$ cat src/design/slum_pkg.sv
// Types, command codes and microcode table for the sorted id list union merge.
package slum_pkg;

    localparam logic [1:0] CMD_LOAD   = 2'd0;
    localparam logic [1:0] CMD_MERGE  = 2'd1;
    localparam logic [1:0] CMD_FINISH = 2'd2;

    typedef struct packed {
        logic [1:0]  command;
        logic [31:0] id_value;
    } in_item_t;

    typedef struct packed {
        logic [31:0] merged_id;
        logic        end_of_list;
        logic        last_of_run;
        logic        dropped_loads;
    } out_item_t;

    // Sequencer steps (microcode addresses)
    typedef enum logic [2:0] {
        S_FETCH,
        S_LOAD,
        S_MRD,
        S_MCMP,
        S_MOUT,
        S_FRD,
        S_FCMP,
        S_FTERM
    } step_t;

    // Branch / action condition
    typedef enum logic [1:0] {
        C_ALWAYS,
        C_MORE,     // stored ids remain
        C_LT,       // stored id remains and is below the current id
        C_EQ        // stored id remains and equals the current id
    } cond_t;

    typedef enum logic [1:0] {
        E_NONE,
        E_STORED,
        E_ID,
        E_TERM
    } emit_t;

    typedef struct packed {
        logic  accept;      // take an input item, dispatch on its command
        logic  load_wr;     // append latched id to the store
        cond_t cond;
        emit_t emit_sel;
        logic  emit_if_hit; // emit only when cond holds
        logic  inc_if_hit;  // advance read position when cond holds
        logic  clear;       // reset list state after terminator
        step_t jump_hit;
        step_t jump_miss;
    } ctrl_t;

    function automatic ctrl_t ucode(input step_t s);
        ctrl_t c;
        begin
            c = '0;
            c.jump_hit  = S_FETCH;
            c.jump_miss = S_FETCH;
            unique case (s)
                S_FETCH:
                begin
                    c.accept = 1'b1;
                end
                S_LOAD:
                begin
                    c.load_wr = 1'b1;
                end
                S_MRD:
                begin
                    c.jump_hit  = S_MCMP;
                    c.jump_miss = S_MCMP;
                end
                S_MCMP:
                begin
                    c.cond        = C_LT;
                    c.emit_sel    = E_STORED;
                    c.emit_if_hit = 1'b1;
                    c.inc_if_hit  = 1'b1;
                    c.jump_hit    = S_MRD;
                    c.jump_miss   = S_MOUT;
                end
                S_MOUT:
                begin
                    c.cond       = C_EQ;
                    c.emit_sel   = E_ID;
                    c.inc_if_hit = 1'b1;
                end
                S_FRD:
                begin
                    c.jump_hit  = S_FCMP;
                    c.jump_miss = S_FCMP;
                end
                S_FCMP:
                begin
                    c.cond        = C_MORE;
                    c.emit_sel    = E_STORED;
                    c.emit_if_hit = 1'b1;
                    c.inc_if_hit  = 1'b1;
                    c.jump_hit    = S_FRD;
                    c.jump_miss   = S_FTERM;
                end
                S_FTERM:
                begin
                    c.emit_sel = E_TERM;
                    c.clear    = 1'b1;
                end
                default:
                begin
                    c.accept = 1'b0;
                end
            endcase
            return c;
        end
    endfunction

endpackage

$ cat src/design/slum_ram.sv
// Generic single-port-write, single-port-read RAM with registered read data.
module slum_ram #(
    parameter int WIDTH = 32,
    parameter int DEPTH = 32,
    localparam int AW = (DEPTH > 1) ? $clog2(DEPTH) : 1
) (
    input  logic             clk,
    input  logic             wr_en,
    input  logic [AW-1:0]    wr_addr,
    input  logic [WIDTH-1:0] wr_data,
    input  logic [AW-1:0]    rd_addr,
    output logic [WIDTH-1:0] rd_data
);

    logic [WIDTH-1:0] mem [DEPTH];
    logic [WIDTH-1:0] rd_data_reg;

    always_ff @(posedge clk)
    begin
        if (wr_en)
        begin
            mem[wr_addr] <= wr_data;
        end
        rd_data_reg <= mem[rd_addr];
    end

    assign rd_data = rd_data_reg;

endmodule

$ cat src/design/sorted_id_list_union_merge_core.sv
// Sorted id list union merge: microcoded sequencer over a list store.
//
//  channel | direction | handshake           | payload
//  --------+-----------+---------------------+-------------------------------------------
//  in      | input     | in_valid / in_ready | in_data  (command, id_value)
//  out     | output    | out_valid/out_ready | out_data (merged_id, end_of_list,
//          |           |                     |           last_of_run, dropped_loads)
//
// A load is a fetch step then a load step. A merge or finish is a fetch step, then a RAM read
// step and a compare step for each stored id emitted and again for the miss that ends the scan, then S_MOUT or S_FTERM.
// Reset clears counters, flags and sequencer; the store needs no clearing pass.
// A full output register holds the sequencer on any emitting step until its transfer.
// The next item is taken while the last result still waits in the output register.
module sorted_id_list_union_merge_core
    import slum_pkg::*;
#(
    parameter int LIST_CAPACITY = 32
) (
    input  logic      clk,
    input  logic      rst_n,
    input  logic      in_valid,
    output logic      in_ready,
    input  in_item_t  in_data,
    output logic      out_valid,
    input  logic      out_ready,
    output out_item_t out_data
);

    localparam int CW = $clog2(LIST_CAPACITY + 1);
    localparam int AW = (LIST_CAPACITY > 1) ? $clog2(LIST_CAPACITY) : 1;
    localparam logic [CW-1:0] CAP = CW'(LIST_CAPACITY);

    step_t          step_reg, step_next;
    logic [CW-1:0]  count_reg, count_next;
    logic [CW-1:0]  pos_reg, pos_next;
    logic           ovf_reg, ovf_next;
    logic [31:0]    id_reg, id_next;
    logic           out_valid_reg, out_valid_next;
    out_item_t      out_data_reg, out_data_next;

    ctrl_t          ctrl;
    logic [31:0]    rd_data;
    logic           more, hit, want_emit, out_free, stall, fire, wr_en;

    slum_ram #(
        .WIDTH (32),
        .DEPTH (LIST_CAPACITY)
    ) u_store (
        .clk     (clk),
        .wr_en   (wr_en),
        .wr_addr (count_reg[AW-1:0]),
        .wr_data (id_reg),
        .rd_addr (pos_reg[AW-1:0]),
        .rd_data (rd_data)
    );

    assign ctrl = ucode(step_reg);
    assign more = pos_reg < count_reg;

    always_comb
    begin
        unique case (ctrl.cond)
            C_ALWAYS: hit = 1'b1;
            C_MORE:   hit = more;
            C_LT:     hit = more && (rd_data < id_reg);
            C_EQ:     hit = more && (rd_data == id_reg);
            default:  hit = 1'b0;
        endcase
    end

    assign want_emit = (ctrl.emit_sel != E_NONE) && (hit || !ctrl.emit_if_hit);
    assign out_free  = !out_valid_reg || out_ready;
    assign stall     = want_emit && !out_free;
    assign fire      = want_emit && out_free;
    assign in_ready  = ctrl.accept;

    // next step
    always_comb
    begin
        step_next = step_reg;
        priority if (stall)
        begin
            step_next = step_reg;
        end
        else if (ctrl.accept)
        begin
            if (in_valid)
            begin
                unique case (in_data.command)
                    CMD_LOAD:   step_next = S_LOAD;
                    CMD_MERGE:  step_next = S_MRD;
                    CMD_FINISH: step_next = S_FRD;
                    default:    step_next = S_FETCH;
                endcase
            end
        end
        else
        begin
            step_next = hit ? ctrl.jump_hit : ctrl.jump_miss;
        end
    end

    // datapath actions
    always_comb
    begin
        count_next     = count_reg;
        pos_next       = pos_reg;
        ovf_next       = ovf_reg;
        id_next        = id_reg;
        out_data_next  = out_data_reg;
        out_valid_next = out_valid_reg && !out_ready;
        wr_en          = 1'b0;

        if (ctrl.accept && in_valid)
        begin
            id_next = in_data.id_value;
        end

        if (ctrl.load_wr)
        begin
            if (count_reg < CAP)
            begin
                wr_en      = 1'b1;
                count_next = count_reg + 1'b1;
            end
            else
            begin
                ovf_next = 1'b1;
            end
        end

        if (!stall && ctrl.inc_if_hit && hit)
        begin
            pos_next = pos_reg + 1'b1;
        end

        if (fire)
        begin
            out_valid_next = 1'b1;
            out_data_next  = '0;
            unique case (ctrl.emit_sel)
                E_STORED:
                begin
                    out_data_next.merged_id = rd_data;
                end
                E_ID:
                begin
                    out_data_next.merged_id   = id_reg;
                    out_data_next.last_of_run = 1'b1;
                end
                E_TERM:
                begin
                    out_data_next.end_of_list   = 1'b1;
                    out_data_next.last_of_run   = 1'b1;
                    out_data_next.dropped_loads = ovf_reg;
                end
                default:
                begin
                    out_valid_next = 1'b0;
                end
            endcase
        end

        if (fire && ctrl.clear)
        begin
            count_next = '0;
            pos_next   = '0;
            ovf_next   = 1'b0;
        end
    end

    always_ff @(posedge clk or negedge rst_n)
    begin
        if (!rst_n)
        begin
            step_reg      <= S_FETCH;
            count_reg     <= '0;
            pos_reg       <= '0;
            ovf_reg       <= 1'b0;
            out_valid_reg <= 1'b0;
        end
        else
        begin
            step_reg      <= step_next;
            count_reg     <= count_next;
            pos_reg       <= pos_next;
            ovf_reg       <= ovf_next;
            out_valid_reg <= out_valid_next;
        end
    end

    always_ff @(posedge clk)
    begin
        id_reg       <= id_next;
        out_data_reg <= out_data_next;
    end

    assign out_valid = out_valid_reg;
    assign out_data  = out_data_reg;

    a_pos_in_range: assert property (@(posedge clk) disable iff (!rst_n)
        pos_reg <= count_reg)
        else $error("read position passed stored count");

    a_count_bound: assert property (@(posedge clk) disable iff (!rst_n)
        count_reg <= CAP)
        else $error("stored count above capacity");

    a_stored_advance: assert property (@(posedge clk) disable iff (!rst_n)
        (fire && ctrl.emit_sel == E_STORED) |=> (pos_reg == $past(pos_reg) + 1'b1))
        else $error("stored id emitted without advancing read position");

    a_term_clears: assert property (@(posedge clk) disable iff (!rst_n)
        (fire && ctrl.emit_sel == E_TERM) |=> (count_reg == '0 && pos_reg == '0 && !ovf_reg))
        else $error("terminator did not clear list state");

    a_term_shape: assert property (@(posedge clk) disable iff (!rst_n)
        (out_valid_reg && out_data_reg.end_of_list) |->
            (out_data_reg.last_of_run && out_data_reg.merged_id == 32'd0))
        else $error("malformed terminator");

endmodule
$ cat config.mk
export PLATFORM = sky130hd
export DESIGN_NAME = sorted_id_list_union_merge_core
export DESIGN_NICKNAME = d
export VERILOG_FILES = /design/src/design/slum_pkg.sv /design/src/design/slum_ram.sv /design/src/design/sorted_id_list_union_merge_core.sv
export SDC_FILE = /design/constraint.sdc
export NUM_CORES = 1
export LEC_CHECK = 0
export ABC_AREA = 1
export BUFFER_PORTS_ARGS = -buffer_cell sky130_fd_sc_hd__buf_2
export CAP_MARGIN = 0
export CORE_MARGIN = 3
export CORE_UTILIZATION = 50
export CTS_CLUSTER_SIZE = 8
export DETAILED_ROUTE_END_ITERATION = 6
export GPL_ROUTABILITY_DRIVEN = 1
export PLACE_DENSITY = 0.7
export SETUP_SLACK_MARGIN = 0.4
export SLEW_MARGIN = 20
export SYNTH_ARGS = -nofsm -noshare
export SYNTH_HDL_FRONTEND = slang
export SYNTH_HIERARCHICAL = 1
export SYNTH_SLANG_ARGS = --single-unit
$ cat constraint.sdc
create_clock -name clk -period 5.6 [get_ports clk]
set_input_delay 0.56 -clock clk [delete_from_list [all_inputs] [get_ports clk]]
set_output_delay 0.56 -clock clk [all_outputs]
set_load 0.01 [all_outputs]
Word-level counts from Yosys, hierarchy flattened
Memory sizes are Yosys's and may differ from the RTL's. A register that Yosys moved wholly into a read port is not among the register bits.
Cells that the tools add are included.
Storage, ports and cells
  register bits after elaboration: 84
  bits in writable memories: 1024
  input bits: 38
  word-level logic and storage cells: 96
  memories kept: 1
Cells by class
  $add $sub $neg: 2
  magnitude comparators: 3
  equality and inequality tests: 18
  mux-type cells: 30
  bitwise gates (word level): 1
  reduce and logical (&&, ||, !) cells: 31
Memories
  u_store.mem: words 32, width 32, rd ports 1, clocked after memory_dff 1, wr ports 1, line slum_ram.sv:15  | logic [WIDTH-1:0] mem [DEPTH];
Operator list (count)
  $pmux 32 s2: 1
  $eq 32x32->1: 1
  $lt 32x32->1: 1
  $mux 6: 5
  $pmux 6 s4: 1
  $mux 1: 16
  $add 6x1->6 const B: 2
  $eq 3x3->1 const B: 4
  $pmux 2 s3: 2
  $eq 2x2->1 const B: 5
  $logic_and 1x1->1: 10
  $mux 3: 3
  $pmux 3 s3: 1
  $reduce_bool 2->1: 4
  $eq 2x1->1 const B: 3
  $eq 3x2->1 const B: 2
  $lt 6x6->1: 1
  $lt 6x6->1 const B: 1
  $reduce_and 2->1: 3
  $reduce_or 3->1: 2
  $logic_not 1->1: 5
  $logic_not 2->1: 2
  $pmux 1 s4: 1
  $reduce_or 2->1: 2
  other kinds (6): 7

Longest topological paths before layout
Gate-level depths: netlist of the first run.
  word-level depth: 12
  depth in mapped cells: 17
  gate-level depth less buffers: 17

Cells and area by module
The synthesis of the first run kept the hierarchy.
By module, submodules not included
  slum_ram: times used 1, cells an instance 3536, area each 42405.7 um^2, seq. area each 31390.1 um^2
  sorted_id_list_union_merge_core: times used 1, cells an instance 510, area each 4616.9 um^2, seq. area each 2437.3 um^2

Worst setup path before layout of the first run
No wires, ideal clock.
  path type: register to register
  from: register id_reg[31]
  to: register out_data_reg, in the netlist out_data[0], enable pin
  arrival: 3568 ps
  slack: 1605 ps
  stages on the path, launching flop included: 15
  path buffers: 0
  clock period less this slack: 3995 ps
  cell sequence: edfxtp_1 > inv_1 > ha_1 > nand2_1 > inv_1 > nand2_1 > nor2_2 > nand3_1 > nor2_2 > nand2_1 > a21oi_2 > nand3_2 > nand3_1 > nand2_1 > nor2_1
Between the ends
  cells in the longest elaborated chain, start to end: 6
  elaborated cells between the ends (all ways): 8
Ends and longest elaborated chain
  start, declared: line sorted_id_list_union_merge_core.sv:37  | logic [31:0] id_reg, id_next;
  start signal, assigned: line sorted_id_list_union_merge_core.sv:194  | id_reg <= id_next;
  $lt 32x32->1 / $eq 32x32->1 (equally long branches): line sorted_id_list_union_merge_core.sv:65, sorted_id_list_union_merge_core.sv:66
  $logic_and 1x1->1, on equally long branches: line sorted_id_list_union_merge_core.sv:65, sorted_id_list_union_merge_core.sv:66
  $pmux 1 s4 (*): line sorted_id_list_union_merge_core.sv:62  | unique case (ctrl.cond)
  $logic_or 1x1->1 (*): line sorted_id_list_union_merge_core.sv:71  | assign want_emit = (ctrl.emit_sel != E_NONE) && (hit || !ctrl.emit_if_hit);
  $logic_and 1x1->1 (*): line sorted_id_list_union_merge_core.sv:71
  $logic_and 1x1->1 (*): line sorted_id_list_union_merge_core.sv:74  | assign fire = want_emit && out_free;
  end signal, assigned: line sorted_id_list_union_merge_core.sv:195  | out_data_reg <= out_data_next;
  end, declared: line sorted_id_list_union_merge_core.sv:39  | out_item_t out_data_reg, out_data_next;
Every way passes the cells marked *; elsewhere a longest branch is shown, timed or not.
A chain may end at the register's enable or synchronous reset.

Worst setup path after layout of the first run
  from: register step_reg[1]
  to: memory u_store.mem[11][8], enable pin
Between the ends
  cells in the longest elaborated chain, start to end: 5
Ends and longest elaborated chain
  start, declared: line sorted_id_list_union_merge_core.sv:33  | step_t step_reg, step_next;
  start signal, assigned: line sorted_id_list_union_merge_core.sv:184  | step_reg <= step_next;
  $eq 3x1->1: line slum_pkg.sv:65  | unique case (s)
  $mux 1: line slum_pkg.sv:65
  $mux 1: line sorted_id_list_union_merge_core.sv:119  | if (ctrl.load_wr)
  net wr_en: line sorted_id_list_union_merge_core.sv:43  | logic more, hit, want_emit, out_free, stall, fire, wr_en;
  $mux 1: line slum_ram.sv:20  | if (wr_en)
  $mux 1 (not written as such): line slum_ram.sv:22  | mem[wr_addr] <= wr_data;
  end, declared: line slum_ram.sv:15
The timed path passes the listed nets, and every way through them passes these cells.

==> key figures, run 1 <==
Worst setup path
  – Setup Crit Path Kind: register to register
  – Crit start category: register
  – CP max stage delay: approximately 1 ns
  – Critical-path cell list: inv_1 > nand3_1 > nor2_1 > nand3_1 > nor2_4 > buf_4
  – WP data arrival: around 4.4 ns
  – Number of buffers and inverters on the critical path: 2
  – Most numerous cell on the critical path: nand3_1
  – Slowest-stage cell, CP: nor2_4
  – CP endpoint kind: register
  – WP data required: between 6 and 7 ns
  – Delay-heaviest family, CP: simple AND/OR/NAND/NOR gates
  – Max FO, Critical Path: 20

Drt
  – WL per Instance: 23.5 um
  – Vias per cell: around 5.8
  – DRC Markers: 0
  – Pre-antenna DRT Iters: 6
  – 1st-iter DRT viols: 4366
  – WL final: 129 mm
  – Detail Route Antenna Nets: 0
  – Vias: 31.6k

Global routing
  – First-pass GRT wire length: 190 mm
  – GRT Residual Overflow: 0
  – Largest net degree at the start of global routing: about 260
  – All-Layer GR Usage: about a quarter
  – Via count of the first global-routing pass: 29.8k
  – Initial antenna violation count: 7

Job
  – Max Cap Viol: 0

Timing
  – Final critical-path required period: 3.98 ns
  – Max-slew violation count: 0
  – Setup TNS: 0 ns
  – Worst slew pin tran: 1.14 ns
  – Slew HR: about a quarter
  – RSZ-0062 raised after global routing: false
  – Setup Skew: 0.0368 ns
  – Fin. Hold Viols: 0
  – Fmax: about 250 MHz
  – Final Setup Violations: 0
  – Period utilization: 71.0%

Floorplanning
  – Die area: around 98000 um2
  – Die height: 313 um
  – I/O pins: 75
  – Initial core utilization: 50.8%
  – Num rows: 111
  – Core footprint: roughly 92000 um2
  – DIE WIDTH: 313 um

Clocking
  – Post-CTS setup buffers: 0
  – CTS Hold Bufs: 10
  – Clock Latency Late Sink: 0.76 ns
  – Cts bufs inserted: 160
  – CTS Buffer Depth: 3
  – PostCTS Resize Cnt: 0
  – Clock root buffer master: clkbuf_16
  – CTS tree: built
  – Worst-path clk slew: roughly 0.05 ns
  – TritonCTS Sinks: 1140
  – Htree depth: 4

Logic synthesis
  – Commonest cells in the netlist: nand2_1 (1600), edfxtp_1 (1091), nand3_1 (801)
  – Synth Cell Area: 47000 um2
  – Mapped Nets: slightly above 4k
  – Top cell type by total area after synthesis: edfxtp_1
  – Ys Warns: 6
  – Synth Instances: 4046
  – Synth top area cells: edfxtp_1 (70%), nand2_1 (13%), nand3_1 (8.5%)
  – EDFF count, synth: between 1k and 1.5k
  – Primary FF master, synth: edfxtp_1
  – Post-synth top area share: 69.7%
  – Asr flop ratio synth: about 1.5%
  – Most numerous cell in the Yosys netlist: nand2_1
  – Yosys reg bits: 1140
  – Syn avg cell area: ~12 um2
  – Seq/Total Area, Yosys: between 70% and 80%
  – Synth unique cells: 35

Final layout
  – Final Non-Filler Cells: 5483
  – Final nets: 4230
  – Largest register FFs: 1024
  – Final instance area: 53200 um2
  – Layout Area Growth over Synthesis: 13.1%
  – Layout cells sized above 1: 9.34%

Place
  – Post-Place Cells: between 5k and 6k
  – Port bufs: between 70 and 80
  – Dpl cell area: between 40000 and 50000 um2
  – GPL Wtd Cong: 0.848
  – Detailed Place HPWL: between 60 and 70 mm

Power
  – Leak: slightly below 0.02 uW
  – P per Cell Area: 523 nW/um2
  – VDD IR max: between 0.7 and 0.8 mV

Min path
  – Worst min-delay path category: input pin to register

Run status
  – Outcome: complete, no violations
-- worst register-to-register path, delay by kind of cell, from the launching register on --
kind                   cells  cell delay [ns]
flip-flops                 1             0.45
buffers and inverters      2             0.58
AND/OR/NAND/NOR            4             2.60
-- cells in the final DEF, fill, tap and decap left out, types with 3 or more instances in the layout --
master,count
nand2_1,1600
edfxtp_1,1091
nand3_1,801
clkbuf_16,161
inv_1,93
buf_4,76
clkbuf_1,74
buf_2,74
a21oi_1,46
ha_1,41
nor2_4,34
dfxtp_1,32
nor2_1,21
dfrtp_1,12
dlygate4sd3_1,10
clkinv_8,7
buf_12,7
inv_16,6
o21ai_0,5
dfrtp_4,4
buf_16,4
nor2_2,3
nor3_1,3
nand4_1,3
inv_6,3
-- where the power goes --
group	switching, uW	total [uW]	internal [uW]	leakage (uW)
Sequential	499	10800	10300	0.0103
Clock	3500	8790	5290	0.00219
Combinational	6110	8270	2160	0.00736
Total	10100	27800	17700	0.0199
-- metrics by stage --
stage / util (%) / setup WS, ns / hold WS (ns) / power (uW)
after floorplan: - / 1.60 / 0.264 / 16600
after global placement: 52.2 / 1.85 / 0.494 / 18800
after detailed placement: 52.4 / 1.80 / 0.503 / 19000
after CTS: 57.4 / 1.70 / 0.0120 / 27800
after global routing: 57.5 / 1.43 / 0.0120 / 29100
final: 57.5 / 1.62 / 0.0374 / 27800
-- routing by layer --
metal  global-route usage, %  share of wire [%]
met1                    36.1                 39
met2                    40.2                 46
met3                    5.88                 11
met4                    10.6                3.7
met5                   0.642              0.016
-- cell type report --
cell class / instances / area [um2]
Inverter: 97 / 398
Timing Repair Buffer: 173 / 1320
Tap cell: 1243 / 1560
Fill cell: 7303 / 39300
Multi-Input combinational cell: 2578 / 11500
Sequential cell: 1140 / 33800
Clock buffer: 235 / 4310
Clock inverter: 15 / 250
Antenna cell: 2 / 5.00
-- kinds of logic (layout without fill, tap and decap cells) --
| group | after synthesis | count (layout) | share of synthesized area, % |
|---|---|---|---|
| adders and majority gates | 42 | 42 | 1.12 |
| and+or+nand+nor | 2473 | 2473 | 22.0 |
| DFF | 1140 | 1140 | 71.9 |
| buffers and inverters | 328 | 520 | 4.18 |
| other | 0 | 2 | 0 |
| AOI/OAI and AO/OA | 59 | 59 | 0.702 |
| xor gates and xnor gates | 4 | 4 | 0.0745 |
-- path summary, 6_finish.rpt --
kind	startpoint	end	slack, ns	cells past startpoint
worst min register to register	ovf_reg	ovf_reg	0.51	2
worst min-delay path	in_data[5]	id_reg[5]	0.04	1
max in group asynchronous	rst_n	pos_reg[1]	4.95	2
worst max-delay path	step_reg[1]	u_store/mem[11][8]	1.62	6
worst max register to register	step_reg[1]	u_store/mem[11][8]	1.62	6
min in group asynchronous	rst_n	out_valid	0.29	2
(Power assumes the default switching activity.)
==> run 2, diff against run 1 <==
- ABC_AREA: 1 -> 0
- PLACE_DENSITY: 0.7 -> 0.72
- clock period: 5.6 -> 3.6 ns (I/O delays scaled with it)
==> key figures, run 2 <==
Final layout
  – Commonest non-fill, non-tap cell in the layout: edfxtp_1 (was nand2_1)
  – Layout Area Growth over Synthesis: 16.9% (was 13.1%)
  – Most frequent cells in the layout: edfxtp_1 (1091), mux2i_1 (520), clkbuf_16 (161) (was nand2_1 (1600), edfxtp_1 (1091), nand3_1 (801))
  – Area of the multi-input gates: 10500 um2 (was 11500 um2)
  – Largest register FFs: 1024 (unchanged)
  – Fill cells: 6317 (was 7303)
  – Layout cells sized above 1: 14.3% (was 9.34%)
  – Final nets: 2986 (was 4230)
  – Register area: 33800 um2 (about the same)

Global routing
  – GRT Residual Overflow: 0 (unchanged)
  – GR Util met3: 5.81% (was 5.88%)
  – First-pass GRT wire length: 170 mm (was 190 mm)
  – GRT met1 Usage: 32.8% (was 36.1%)
  – Via count of the first global-routing pass: 25.8k (was 29.8k)
  – All-Layer GR Usage: 24.8% (was 26.1%)
  – Largest net degree at the start of global routing: 110 (was 264)
  – Initial antenna violation count: 4 (was 7)
  – Met2 Resource Use GR: 40.0% (was 40.2%)
  – GR peak layer: met2 (unchanged)

Run status
  – Outcome: complete, no violations (unchanged)

Clocking
  – Worst-path clk slew: 0.05 ns (about the same)
  – CTS Buffer Depth: 3 (unchanged)
  – Clock root buffer master: clkbuf_16 (unchanged)
  – Clock Latency Late Sink: 0.76 ns (about the same)
  – Cts bufs inserted: 160 (unchanged)
  – CTS tree: built (unchanged)
  – TritonCTS Sinks: 1140 (unchanged)
  – Htree depth: 4 (unchanged)

Logic synthesis
  – Post-synth top area share: 72.8% (was 69.7%)
  – Yosys reg bits: 1140 (unchanged)
  – Ys Warns: 6 (unchanged)
  – Synth top area cells: edfxtp_1 (73%), mux2i_1 (12%), a22oi_1 (2.1%) (was edfxtp_1 (70%), nand2_1 (13%), nand3_1 (8.5%))
  – Mux contribution to synthesized area: 11.6% (was 0%)
  – Primary FF master, synth: edfxtp_1 (unchanged)
  – Seq/Total Area, Yosys: 75.2% (was 71.9%)
  – Commonest cells in the netlist: edfxtp_1 (1091), mux2i_1 (520), a22oi_1 (128) (was nand2_1 (1600), edfxtp_1 (1091), nand3_1 (801))
  – Adder-cell area share of the yosys netlist: 1.17% (was 1.12%)
  – Synth Cell Area: 45000 um2 (was 47000 um2)
  – Area fraction in compound gates after synthesis: 5.67% (was 0.702%)
  – Asr flop ratio synth: 1.49% (unchanged)
  – Syn avg cell area: 17.0 um2 (was 11.6 um2)
  – Post-Synth Simple-Gate Area: 4.16% (was 22.0%)
  – Synth unique cells: 51 (was 35)
  – Synth Instances: 2652 (was 4046)
  – EDFF count, synth: 1091 (unchanged)
  – Most numerous cell in the Yosys netlist: edfxtp_1 (was nand2_1)
  – Top cell type by total area after synthesis: edfxtp_1 (unchanged)
  – Largest family of logic cells by synthesized area: multiplexers (was simple AND/OR/NAND/NOR gates)
  – Synth Area in XOR/XNOR: 0.0779% (was 0.0745%)
  – Mapped Nets: 2732 (was 4126)

Place
  – Port bufs: 74 (unchanged)
  – DP Worst Slack: 0.560 ns (was 1.80 ns)
  – Detailed Place HPWL: 67.3 mm (was 69.9 mm)
  – GPL Wtd Cong: 0.837 (was 0.848)

Timing
  – Worst Slack Setup Final: 0.521 ns (was 1.62 ns)
  – Fin. Hold Viols: 0 (unchanged)
  – Final critical-path required period: 3.08 ns (was 3.98 ns)
  – Fmax: 325 MHz (was 252 MHz)
  – Period utilization: 85.5% (was 71.0%)
  – Max-slew violation count: 0 (unchanged)
  – RSZ-0062 raised after global routing: true (was false)
  – Final Setup Violations: 0 (unchanged)
  – Setup Skew: 0.0230 ns (was 0.0368 ns)
  – Worst slew pin tran: 1.08 ns (was 1.14 ns)
  – Setup TNS: 0 ns (unchanged)
  – Slew HR: 28.0% (was 24.3%)

Power
  – NetSw: 13000 uW (was 10100 uW)
  – Clock power share: 33.1% (was 31.6%)
  – Reg power frac: 39.8% (was 38.7%)
  – P per Cell Area: 783 nW/um2 (was 523 nW/um2)
  – Leak: 0.0185 uW (was 0.0199 uW)
  – Switching share of power: 31.5% (was 36.4%)
  – Logic pwr share: 27.1% (was 29.7%)
  – P_int: 28200 uW (was 17700 uW)
  – VDD IR max: 0.529 mV (was 0.719 mV)

Worst setup path
  – WP data required: 4.02 ns (was 6.02 ns)
  – R2R setup slack: 0.52 ns (was 1.62 ns)
  – Max FO, Critical Path: 35 (was 20)
  – Crit start category: register (unchanged)
  – CP endpoint kind: register (unchanged)
  – WP data arrival: 3.50 ns (was 4.39 ns)
  – Setup Crit Path Kind: register to register (unchanged)

Floorplanning
  – Die area: 93600 um2 (was 97800 um2)
  – DIE WIDTH: 306 um (was 313 um)
  – Core footprint: 88800 um2 (was 92500 um2)
  – Num rows: 109 (was 111)
  – I/O pins: 75 (unchanged)
  – Die height: 306 um (was 313 um)
  – Initial core utilization: 50.7% (was 50.8%)

Job
  – Max Cap Viol: 0 (unchanged)

Drt
  – 1st-iter DRT viols: 2743 (was 4366)
  – Detail Route Antenna Nets: 0 (unchanged)
  – Vias per cell: 6.14 (was 5.77)
  – WL final: 116 mm (was 129 mm)
  – WL per Instance: 27.9 um (was 23.5 um)
  – Pre-antenna DRT Iters: 5 (was 6)
  – Vias: 25.5k (was 31.6k)
  – DRC Markers: 0 (unchanged)

Min path
  – Worst min-delay path category: input pin to register (unchanged)
-- run 2: worst max-delay path, cell delays in order (launching register included) --
cell	delay, ns
edfxtp_1	0.35
buf_6	0.24
inv_1	0.07
ha_1	0.30
a21oi_1	0.16
o21ai_1	0.09
a221oi_1	0.32
o211ai_1	0.22
a211oi_2	0.42
nor2_2	0.12
nor3_4	0.17
buf_12	0.25
-- run 2: worst paths after layout --
path                                 from  cells past startpoint           end
max in group asynchronous           rst_n                      2    pos_reg[0]
worst min-delay path             in_valid                      4   step_reg[1]
min in group asynchronous           rst_n                      2  count_reg[2]
worst max register to register  id_reg[7]                     11  out_data[34]
worst max-delay path            id_reg[7]                     11  out_data[34]
worst min register to register    ovf_reg                      2       ovf_reg
-- run 2: cell families after synthesis --
kind of cell,Yosys count
muxes,520
and+or+nand+nor,388
DFF,1140
buffers and inverters,184
xor gates and xnor gates,4
AOI/OAI and AO/OA,374
adders and majority gates,42
-- run 2: power groups by stage --
stage	registers [uW]	clock network (uW)	logic (uW)
2_1_floorplan	16600	0	7350
5_1_grt	16400	14400	11800
3_5_place_dp	16600	0	11000
4_1_cts	16400	13800	11100
6_report	16400	13600	11200
3_3_place_gp	16600	0	10700
-- run 2: stage by stage --
step	total power (uW)	hold slack (ns)	instance area, um2	std cells	util, %
finish	41200	0.0805	52600	4158	59.2
CTS	41200	0.0203	52500	4152	59.2
detailed placement	27600	0.331	47600	3872	53.6
floorplan	24000	0.0644	45000	2652	-
global route	42700	0.108	52600	4155	59.2
global placement	27300	0.312	47600	3872	53.6
-- run 2: layout make-up --
class | count | share of cell area, %
well taps | 1165 | 2.77
clock inverters | 15 | 0.538
multi-input cells | 1328 | 20.0
flip-flops and latches | 1140 | 64.4
diodes | 4 | 0.0190
inverters | 43 | 0.307
repair buffers | 233 | 3.89
clock buffers | 230 | 8.16
-- run 2: per-layer routing --
metal	share of wire, %	vias to the layer above
met5	0.0069	-
li1	-	10900
met4	4.0	2
met2	48	1236
met1	40	13100
met3	8.6	265
-- run 2: timing repair --
action / 4_1_cts / 5_1_grt
resized for setup: 0 / 3
endpoints found under the setup margin: 0 / 40
hold buffers: 35 / 0
setup buffers: 0 / 2
endpoints found under the hold margin: 51 / 0
